===== src/cop_pkg.sv =====
`default_nettype none

package cop_pkg;

   localparam int BYTE_W     = 8;
   localparam int FIELD_NUM_W = 3;
   localparam int WIDE_W     = 64;
   localparam int NARROW_W   = 32;
   localparam int DIGIT_W    = 4;

   localparam int REQ_DATA_W = 8;
   localparam int REC_W      = WIDE_W + BYTE_W + 1 + NARROW_W + NARROW_W + WIDE_W;
   localparam int RSP_DATA_W = ((REC_W + 7) / 8) * 8;
   localparam int RSP_PAD_W  = RSP_DATA_W - REC_W;

   localparam logic [BYTE_W-1:0] HEADER_RESET = 8'd2;

   localparam logic [BYTE_W-1:0] CHAR_NL    = 8'h0A;
   localparam logic [BYTE_W-1:0] CHAR_COMMA = 8'h2C;
   localparam logic [BYTE_W-1:0] CHAR_B     = 8'h42;
   localparam logic [BYTE_W-1:0] CHAR_0     = 8'h30;
   localparam logic [BYTE_W-1:0] CHAR_9     = 8'h39;
   localparam logic [BYTE_W-1:0] CHAR_MINUS = 8'h2D;
   localparam logic [BYTE_W-1:0] CHAR_PLUS  = 8'h2B;

   localparam logic [FIELD_NUM_W-1:0] FIELD_TIME   = 3'd0;
   localparam logic [FIELD_NUM_W-1:0] FIELD_ACTION = 3'd1;
   localparam logic [FIELD_NUM_W-1:0] FIELD_SIDE   = 3'd2;
   localparam logic [FIELD_NUM_W-1:0] FIELD_PRICE  = 3'd3;
   localparam logic [FIELD_NUM_W-1:0] FIELD_SIZE   = 3'd4;
   localparam logic [FIELD_NUM_W-1:0] LAST_FIELD   = 3'd5;

   typedef struct packed {
      logic [FIELD_NUM_W-1:0] field_number;
      logic [WIDE_W-1:0]      time_acc;
      logic [BYTE_W-1:0]      action_char;
      logic                   bid_flag;
      logic [NARROW_W-1:0]    price_acc;
      logic                   price_neg;
      logic [NARROW_W-1:0]    size_acc;
      logic [WIDE_W-1:0]      id_acc;
      logic                   started;
      logic                   closed;
      logic                   nonempty;
   } cop_line_type;

   function automatic logic [WIDE_W-1:0] times_ten_wide(input logic [WIDE_W-1:0] v,
                                                        input logic [DIGIT_W-1:0] d);
      times_ten_wide = (v << 3) + (v << 1) + {{(WIDE_W-DIGIT_W){1'b0}}, d};
   endfunction

   function automatic logic [NARROW_W-1:0] times_ten_narrow(input logic [NARROW_W-1:0] v,
                                                            input logic [DIGIT_W-1:0] d);
      times_ten_narrow = (v << 3) + (v << 1) + {{(NARROW_W-DIGIT_W){1'b0}}, d};
   endfunction

endpackage

`default_nettype wire


===== src/csv_order_record_parser.sv =====
`default_nettype none

// Parses a comma-separated order file arriving one byte per word on req and
// returns one record per non-empty line on rsp. The configured number of
// header lines is skipped first; req_tlast marks the final byte of a file,
// flushes an unterminated last line and rearms the header skip for the next
// file. Writing csr_wdata sets the header line count and restarts the file.
// One byte is accepted per cycle while req_tready is high; the combinational
// line update's widest step is the 64-bit multiply-by-ten shift-add of the
// open numeric field. Records pass through a two-entry output buffer, so
// req_tready drops only while both entries hold records that rsp has not taken.
module csv_order_record_parser (
   input  wire logic                            clock,
   input  wire logic                            reset,
   input  wire logic                            csr_we,
   input  wire logic [cop_pkg::BYTE_W-1:0]      csr_wdata,
   input  wire logic                            req_tvalid,
   output logic                                 req_tready,
   // byte_req
   input  wire logic [cop_pkg::REQ_DATA_W-1:0]  req_tdata,
   input  wire logic                            req_tlast,
   output logic                                 rsp_tvalid,
   input  wire logic                            rsp_tready,
   // timestamp, action, is_bid, price, quantity, order_id, zero padding
   output logic [cop_pkg::RSP_DATA_W-1:0]       rsp_tdata
);
   import cop_pkg::*;

   logic [BYTE_W-1:0]     hdr_ff, hdr_in;
   logic [BYTE_W-1:0]     skip_ff, skip_in;
   cop_line_type          line_ff, line_in, upd;
   logic [RSP_DATA_W-1:0] out_ff, out_in, skid_ff, skid_in;
   logic                  out_valid_ff, out_valid_in, skid_valid_ff, skid_valid_in;

   logic [BYTE_W-1:0]     b;
   logic [DIGIT_W-1:0]    digit_val;
   logic                  is_digit, is_nl, in_data, line_done, accept, emit, produce, pop;
   logic [NARROW_W-1:0]   price_out;
   logic [RSP_DATA_W-1:0] rec_new;

   assign b         = req_tdata[BYTE_W-1:0];
   assign digit_val = b[DIGIT_W-1:0];
   assign is_digit  = (b >= CHAR_0) && (b <= CHAR_9);
   assign is_nl     = (b == CHAR_NL);
   assign in_data   = (skip_ff == '0);
   assign line_done = in_data && is_nl;
   assign accept    = req_tvalid && req_tready;
   assign req_tready = !skid_valid_ff;
   assign rsp_tvalid = out_valid_ff;
   assign rsp_tdata  = out_ff;
   assign pop        = out_valid_ff && rsp_tready;

   always_comb begin
      upd = line_ff;
      if (in_data && !is_nl) begin
         upd.nonempty = 1'b1;
         if (b == CHAR_COMMA && line_ff.field_number < LAST_FIELD) begin
            upd.field_number = line_ff.field_number + 3'd1;
            upd.started      = 1'b0;
            upd.closed       = 1'b0;
         end else begin
            case (line_ff.field_number)
               FIELD_ACTION: begin
                  if (!line_ff.started) upd.action_char = b;
               end
               FIELD_SIDE: begin
                  if (!line_ff.started) upd.bid_flag = (b == CHAR_B);
               end
               default: begin
                  if (!line_ff.closed) begin
                     if (is_digit) begin
                        case (line_ff.field_number)
                           FIELD_TIME: begin
                              upd.time_acc = times_ten_wide(line_ff.time_acc, digit_val);
                           end
                           FIELD_PRICE: begin
                              upd.price_acc = times_ten_narrow(line_ff.price_acc, digit_val);
                           end
                           FIELD_SIZE: begin
                              upd.size_acc = times_ten_narrow(line_ff.size_acc, digit_val);
                           end
                           default: begin
                              upd.id_acc = times_ten_wide(line_ff.id_acc, digit_val);
                           end
                        endcase
                     end else if (line_ff.field_number == FIELD_PRICE && !line_ff.started &&
                                  (b == CHAR_MINUS || b == CHAR_PLUS)) begin
                        upd.price_neg = (b == CHAR_MINUS);
                     end else begin
                        upd.closed = 1'b1;
                     end
                  end
               end
            endcase
            upd.started = 1'b1;
         end
      end
   end

   assign emit      = upd.nonempty && (req_tlast || line_done);
   assign produce   = accept && emit;
   assign price_out = upd.price_neg ? (NARROW_W'(0) - upd.price_acc) : upd.price_acc;
   assign rec_new   = {{RSP_PAD_W{1'b0}}, upd.id_acc, upd.size_acc, price_out,
                       upd.bid_flag, upd.action_char, upd.time_acc};

   always_comb begin
      hdr_in  = hdr_ff;
      skip_in = skip_ff;
      line_in = line_ff;
      if (csr_we) begin
         hdr_in  = csr_wdata;
         skip_in = csr_wdata;
         line_in = '0;
      end else if (accept) begin
         line_in = (req_tlast || line_done) ? '0 : upd;
         if (req_tlast) begin
            skip_in = hdr_ff;
         end else if (!in_data && is_nl) begin
            skip_in = skip_ff - 8'd1;
         end
      end
   end

   always_comb begin
      out_in        = out_ff;
      skid_in       = skid_ff;
      out_valid_in  = out_valid_ff;
      skid_valid_in = skid_valid_ff;
      if (pop) begin
         if (skid_valid_ff) begin
            out_in        = skid_ff;
            skid_valid_in = 1'b0;
         end else begin
            out_in       = rec_new;
            out_valid_in = produce;
         end
      end else if (produce) begin
         if (!out_valid_ff) begin
            out_in       = rec_new;
            out_valid_in = 1'b1;
         end else begin
            skid_in       = rec_new;
            skid_valid_in = 1'b1;
         end
      end
   end

   always_ff @(posedge clock) begin
      if (reset) begin
         hdr_ff        <= HEADER_RESET;
         skip_ff       <= HEADER_RESET;
         line_ff       <= '0;
         out_valid_ff  <= 1'b0;
         skid_valid_ff <= 1'b0;
      end else begin
         hdr_ff        <= hdr_in;
         skip_ff       <= skip_in;
         line_ff       <= line_in;
         out_valid_ff  <= out_valid_in;
         skid_valid_ff <= skid_valid_in;
      end
   end

   always_ff @(posedge clock) begin
      out_ff  <= out_in;
      skid_ff <= skid_in;
   end

   a_skid_behind_out: assert property (@(posedge clock) disable iff (reset)
      skid_valid_ff |-> out_valid_ff)
      else $error("Skid entry holds a record while the output entry is empty.");

   a_header_line_empty: assert property (@(posedge clock) disable iff (reset)
      (skip_ff != '0) |-> !line_ff.nonempty)
      else $error("Line state is not empty while header lines are being skipped.");

   a_field_in_range: assert property (@(posedge clock) disable iff (reset)
      line_ff.field_number <= LAST_FIELD)
      else $error("Field number ran past the last field.");

   a_stalled_record_kept: assert property (@(posedge clock) disable iff (reset)
      (produce && out_valid_ff && !rsp_tready && !csr_we) |=> skid_valid_ff)
      else $error("A record produced behind a stalled output was dropped.");

endmodule

`default_nettype wire

===== config.mk =====
export PLATFORM = sky130hd
export DESIGN_NAME = csv_order_record_parser
export DESIGN_NICKNAME = d
export VERILOG_FILES = /design/src/cop_pkg.sv /design/src/csv_order_record_parser.sv
export SDC_FILE = /design/constraint.sdc
export NUM_CORES = 2
export LEC_CHECK = 0
export ABC_AREA = 1
export BUFFER_PORTS_ARGS = -buffer_cell sky130_fd_sc_hd__buf_2
export CORE_UTILIZATION = 40
export CTS_CLUSTER_SIZE = 30
export DETAILED_ROUTE_END_ITERATION = 16
export GPL_TIMING_DRIVEN = 0
export PLACE_DENSITY = 0.67
export SYNTH_ARGS = -nofsm -noshare
export SYNTH_HDL_FRONTEND = slang
export SYNTH_SLANG_ARGS = --single-unit

===== constraint.sdc =====
create_clock -name clock -period 18.4 [get_ports clock]
set_input_delay 1.84 -clock clock [delete_from_list [all_inputs] [get_ports clock]]
set_output_delay 1.84 -clock clock [all_outputs]
set_load 0.02 [all_outputs]

[Yosys cells after proc, flatten, opt, wreduce, memory -nomap -nowiden]
Index checks and enable logic that the tools add are counted.
Cells by class
  $add $sub $neg: 11
  magnitude comparators: 3
  equal/unequal tests: 12
  multiplexer cells: 38
  bitwise logic cells: 1
  reductions and logical operators: 36
Operators by type and width (count)
  208-bit 2-to-1 mux: 5
  64-bit 2-to-1 mux: 5
  129-bit 2-to-1 mux: 2
  202-bit 2-to-1 mux: 1
  201-bit 2-to-1 mux: 1
  64-bit by 4-bit adder with 64-bit output: 2
  64-bit adder: 2
  32-bit 2-to-1 mux: 4
  96-bit 2-to-1 mux: 1
  32-bit adder: 2
  32-bit by 4-bit adder with 32-bit output: 2
  8-bit 2-to-1 mux: 6
  1-bit by 32-bit subtractor with 32-bit output, first input constant: 1
  8-bit by 6-bit == test with 1-bit output, second input constant: 3
  1-bit logical AND: 11
  1-bit 2-to-1 mux: 11
  2-bit AND reduction: 5
  3-bit AND reduction: 3
  8-bit by 4-bit == test with 1-bit output, second input constant: 1
  8-bit by 7-bit == test with 1-bit output, second input constant: 1
  8-bit by 6-bit greater-or-equal comparator with 1-bit output, second input constant: 1
  8-bit by 6-bit <= comparator with 1-bit output, second input constant: 1
  8-bit logical NOT: 1
  2-bit nonzero test: 4
  other kinds (18): 25
Word-level totals
  bits in registers: 635
  word-level logic and storage cells: 118

[Logic depth before layout (Yosys ltp)]
  depth after elaboration: 14
  mapped depth: 27

[Worst setup path after synthesis]
Ideal clock, no wire load.
  path type: in2reg
  start point: input req_tdata[3] in the netlist's numbering
  end point: register out_ff[0], in the netlist rsp_tdata[0] (enable)
  arrival: 16487 ps
  path slack: 873 ps
  stages on the path: 8
  path buffers: 0
  path through: inv_2 > nor2_1 > nand2_1 > nor2_2 > nor2_1 > nor2_1 > nand2_1 > o21ai_0
On the way
  longest elaborated chain between the ends: 8
RTL lines
  start: declaration: RTL line csv_order_record_parser.sv:20  | input wire logic [cop_pkg::REQ_DATA_W-1:0] req_tdata,
  8-bit by 4-bit == test with 1-bit output (*): RTL line csv_order_record_parser.sv:44  | assign is_nl = (b == CHAR_NL);
  1-bit logical NOT: RTL line csv_order_record_parser.sv:55  | if (in_data && !is_nl) begin
  1-bit logical AND: RTL line csv_order_record_parser.sv:55
  208-bit 2-to-1 mux: RTL line csv_order_record_parser.sv:55
  1-bit logical AND (*): RTL line csv_order_record_parser.sv:100  | assign emit = upd.nonempty && (req_tlast || line_done);
  1-bit logical AND (*): RTL line csv_order_record_parser.sv:101  | assign produce = accept && emit;
  2-bit nonzero test (no source line) (*)
  2-bit AND reduction (no source line) (*)
  end signal: assignment: RTL line csv_order_record_parser.sv:165  | out_ff <= out_in;
  end: declaration: RTL line csv_order_record_parser.sv:32  | logic [RSP_DATA_W-1:0] out_ff, out_in, skid_ff, skid_in;
Every way passes the cells marked *; elsewhere a longest branch is shown, timed or not. The select of a mux whose other input is x is not followed.
A chain may end at the register's enable or synchronous reset.

[Worst setup path in the final report]
  start point: input req_tdata[3] in the netlist's numbering
  end point: register out_ff[63], in the netlist rsp_tdata[63] (data pin)
On the way
  longest elaborated chain between the ends: 10
RTL lines
  64-bit by 4-bit adder with 64-bit output (tied with other cells): RTL line cop_pkg.sv:49  | times_ten_wide = (v << 3) + (v << 1) + {{(WIDE_W-DIGIT_W){1'b0}}, d};
  64-bit 2-to-1 mux or 1-bit logical AND (tied branches): RTL line csv_order_record_parser.sv:72, csv_order_record_parser.sv:43
  64-bit 2-to-1 mux: RTL line csv_order_record_parser.sv:71  | if (is_digit) begin
  64-bit 2-to-1 mux: RTL line csv_order_record_parser.sv:70  | if (!line_ff.closed) begin
  64-bit 2-to-1 mux: RTL line csv_order_record_parser.sv:62  | case (line_ff.field_number)
  202-bit 2-to-1 mux: RTL line csv_order_record_parser.sv:57  | if (b == CHAR_COMMA && line_ff.field_number < LAST_FIELD) begin
  208-bit 2-to-1 mux (*): RTL line csv_order_record_parser.sv:55
  208-bit 2-to-1 mux: RTL line csv_order_record_parser.sv:138  | if (!out_valid_ff) begin
  208-bit 2-to-1 mux: RTL line csv_order_record_parser.sv:137  | end else if (produce) begin
  208-bit 2-to-1 mux (*): RTL line csv_order_record_parser.sv:129  | if (pop) begin
  net out_in[63]: RTL line csv_order_record_parser.sv:32
The timed path passes the listed nets; every way through them passes the cells marked *. The select of a mux whose other input is x is not followed.

==> metrics.md <==
| Metric | Value |
|---|---|
| Area delta synth->final | `14.0%` |
| CTS root buffer | `clkbuf_16` |
| Commonest non-fill, non-tap cell in the layout | `nand2_1` |
| Unrepaired setup endpoints after global routing | `no` |
| Clock Latency Late Sink | `660 ps` |
| Row Count | `117` |
| Avg Vias per Cell | `5.26` |
| Largest net degree at the start of global routing | `31` |
| Sequential share of the synthesized area | `0.403` |
| Hold Crit Depth | `2` |
| Vias in the first global route | `35200` |
| WP buf/inv | `1` |
| Most frequent cell on the critical path | `nand3_1` |
| Final hold violation count | `0` |
| Total track usage | `0.255` |
| Number of I/O port buffers | `223` |
| Min-Delay Path Class | `register to register` |
| Mapped cell area | `41200 sq um` |
| Final Max Slew Viols | `11` |
| Async S/R FF share, synth | `0` |
| Nets@finish | `6082` |
| Slew of the pin with the lowest slew margin | `1520 ps` |
| Pre-CTS setup slack | `12520 ps` |
| CTS Hold Buffers Added | `0` |
| Global placement routability congestion | `0.976` |
| Total Die Area | `104000 sq um` |
| Iteration-0 DRC Markers | `3320` |
| Post-synth EDFFs | `402` |
| Outcome | `finished with violations` |
| Maxcap violations | `1` |
| Initial Util | `0.404` |
| Post-CTS Setup Inserts | `0` |
| P per Cell Area | `66.4 nW/um^2` |
| Max Buffers Root-to-Sink | `3` |
| Unique cell type count in the Yosys netlist | `58` |
| Total congestion overflow | `0` |
| Crit-path cells | `buf_2, fa_1, ha_1, nand3_1, nand3_1, a21oi_1, o21ai_0, a21boi_0, o21ai_0, nand3_1, nand2_1, nand2_1, nand3_1, nand2_1, a21oi_1` |
| Final Cell Area | `47000 sq um` |
| Vias post-DR | `37400` |
| DP Area | `44500 sq um` |
| Critical Path Start Type | `input port` |
| First-pass GRT wire length | `204000 um` |
| Core area | `102000 sq um` |
| WP depth | `15` |
| Tcrit/Tclk final | `0.290` |
| Clk_skew | `33.6 ps` |
| Leak | `21.8 nW` |
| TritonCTS Sinks | `628` |
| Top Family by Delay on Critical Path | `compound AO/OA/AOI/OAI gates` |
| Syn avg cell area | `7.70 sq um` |
| Critical Path Fanout Max | `8` |
| HPWL Detailed | `106000 um` |
| Worst EP required | `18800 ps` |
| Worst setup path class | `input port to register` |
| Post-Syn Instances | `5352` |
| Post-CTS sizing | `0` |
| Antenna violations before repair | `9` |
| CTS tree | `built` |
| Clk slew on worst S/H paths | `60 ps` |
| Fraction of layout cells with a size suffix above 1 | `0.0880` |
| Die Height | `323 um` |
| Tmin final | `5330 ps` |
| DR pass1 iterations | `7` |
| Max Clk Rate | `0.188 GHz` |
| WP data arrival | `5730 ps` |
| Crit-path slowest cell | `o21ai_0` |
| WL per Instance | `19.0 um` |
| Reg2Reg Depth | `14` |
| Failing checks | `max-capacitance violations, max-slew violations` |
| Capturing element type of the critical path | `register` |
| Syn. warnings | `0` |
| IO Pins | `232` |
| Max incr delay on CP | `580 ps` |
| IR drop worst, VDD | `0.0660 mV` |
| Top FF cell, synth | `edfxtp_1` |
| Final worst setup slack | `13070 ps` |
| Depth of the CTS H-tree | `3` |
| Total of flip-flops plus latches after synthesis | `628` |
| Die Width | `323 um` |
| Most frequent cells in the layout | `nand2_1 (1492), inv_1 (624), a21oi_1 (490)` |
| DRT antenna net count | `0` |
| Worst rel slew slack | `-0.0101` |
| Final setup viols | `0` |
| Final wirelength | `135000 um` |
| Drc violations | `0` |
| TritonCTS Buffers | `72` |
## cell families after synthesis
| kind of cell | Yosys count | synth area share |
|---|---|---|
| AOI/OAI and AO/OA | 978 | 0.129 |
| xor gates and xnor gates | 104 | 0.0223 |
| adders and majority gates | 376 | 0.116 |
| buffers and inverters | 795 | 0.0742 |
| DFF | 628 | 0.403 |
| muxes | 39 | 0.00947 |
| other | 1 | 0.0000910 |
| and+or+nand+nor | 2431 | 0.247 |
## flip-flops by register name, indices dropped and copies added (netlist names)
register,cells
skid_ff,201
hdr_ff,8
skid_valid_ff,1
line_ff,208
skip_ff,8
rsp_tdata,201
rsp_tvalid,1
## per-stage QoR
stage	hold slack, ps	util	power (mW)	setup TNS [ps]	std cells
4_1_cts	464	0.461	3.15	0	7108
5_1_grt	484	0.461	3.21	0	7108
6_report	464	0.461	3.12	0	7109
3_5_place_dp	454	0.436	1.60	0	6978
2_1_floorplan	424	-	1.57	0	5358
3_3_place_gp	436	0.432	1.61	-3242390	6949
## worst reg2reg max path: stages (launching register included)
cell and delay (ps):
dfxtp_1 300, inv_1 110, ha_1 190, nand3_1 100, nor2_2 330, nand2_2 170
nor2_4 210, nand3_2 220, nor3_2 630, clkinv_1 630, clkbuf_1 580, nand2_1 230
nand3_1 90, o21ai_0 280, inv_1 100
## cell type report
class / instances / area (sq um)
Fill cell: 10300 / 54900
Clock inverter: 46 / 593
Multi-Input combinational cell: 3935 / 21600
Sequential cell: 628 / 16600
Clock buffer: 84 / 1910
Antenna cell: 1 / 2.50
Inverter: 639 / 2400
Buffer: 156 / 658
Timing Repair Buffer: 252 / 1520
Tap cell: 1368 / 1710
## synth_stat cells (12+ instances only)
cell type | number | area share
xor2_1 | 55 | 0.012
ha_1 | 368 | 0.11
nor3_1 | 44 | 0.0053
o21ai_0 | 294 | 0.036
xnor2_1 | 48 | 0.010
a31oi_1 | 49 | 0.0074
o211ai_1 | 13 | 0.0024
nor2_1 | 431 | 0.039
nand3_1 | 282 | 0.034
nor4_1 | 14 | 0.0021
o21bai_1 | 40 | 0.0073
inv_1 | 624 | 0.057
or2_2 | 58 | 0.0088
clkbuf_1 | 121 | 0.011
o21ai_1 | 12 | 0.0015
mux2i_1 | 39 | 0.0095
dfxtp_1 | 226 | 0.11
edfxtp_1 | 402 | 0.29
a21o_1 | 32 | 0.0058
nand3b_1 | 15 | 0.0027
nand2_1 | 1492 | 0.14
a21oi_1 | 490 | 0.060
buf_1 | 17 | 0.0015
nand4_1 | 42 | 0.0064
## worst paths after layout
check	slack (ps)	end	from
max reg2reg	13960	rsp_tdata[194]	skip_ff[0]
min reg2reg	460	hdr_ff[5]	hdr_ff[5]
min	460	hdr_ff[5]	hdr_ff[5]
max	13070	rsp_tdata[63]	req_tdata[3]
## layer usage
| metal | track usage | up-vias | routed length (um) |
|---|---|---|---|
| li1 | - | 18500 | - |
| met2 | 0.404 | 1201 | 59400 |
| met4 | 0.0739 | 4 | 3940 |
| met1 | 0.353 | 17500 | 61500 |
| met5 | 0 | - | 21 |
| met3 | 0.0445 | 185 | 9950 |
## report_power, final
group	internal [mW]	switching (mW)	leakage (nW)
logic	0.0177	0.0675	15.1
clock network	0.917	0.627	1.22
registers	1.49	0.00267	5.48
total	2.42	0.697	21.8
No activity file was read; power rests on OpenSTA's default activity.
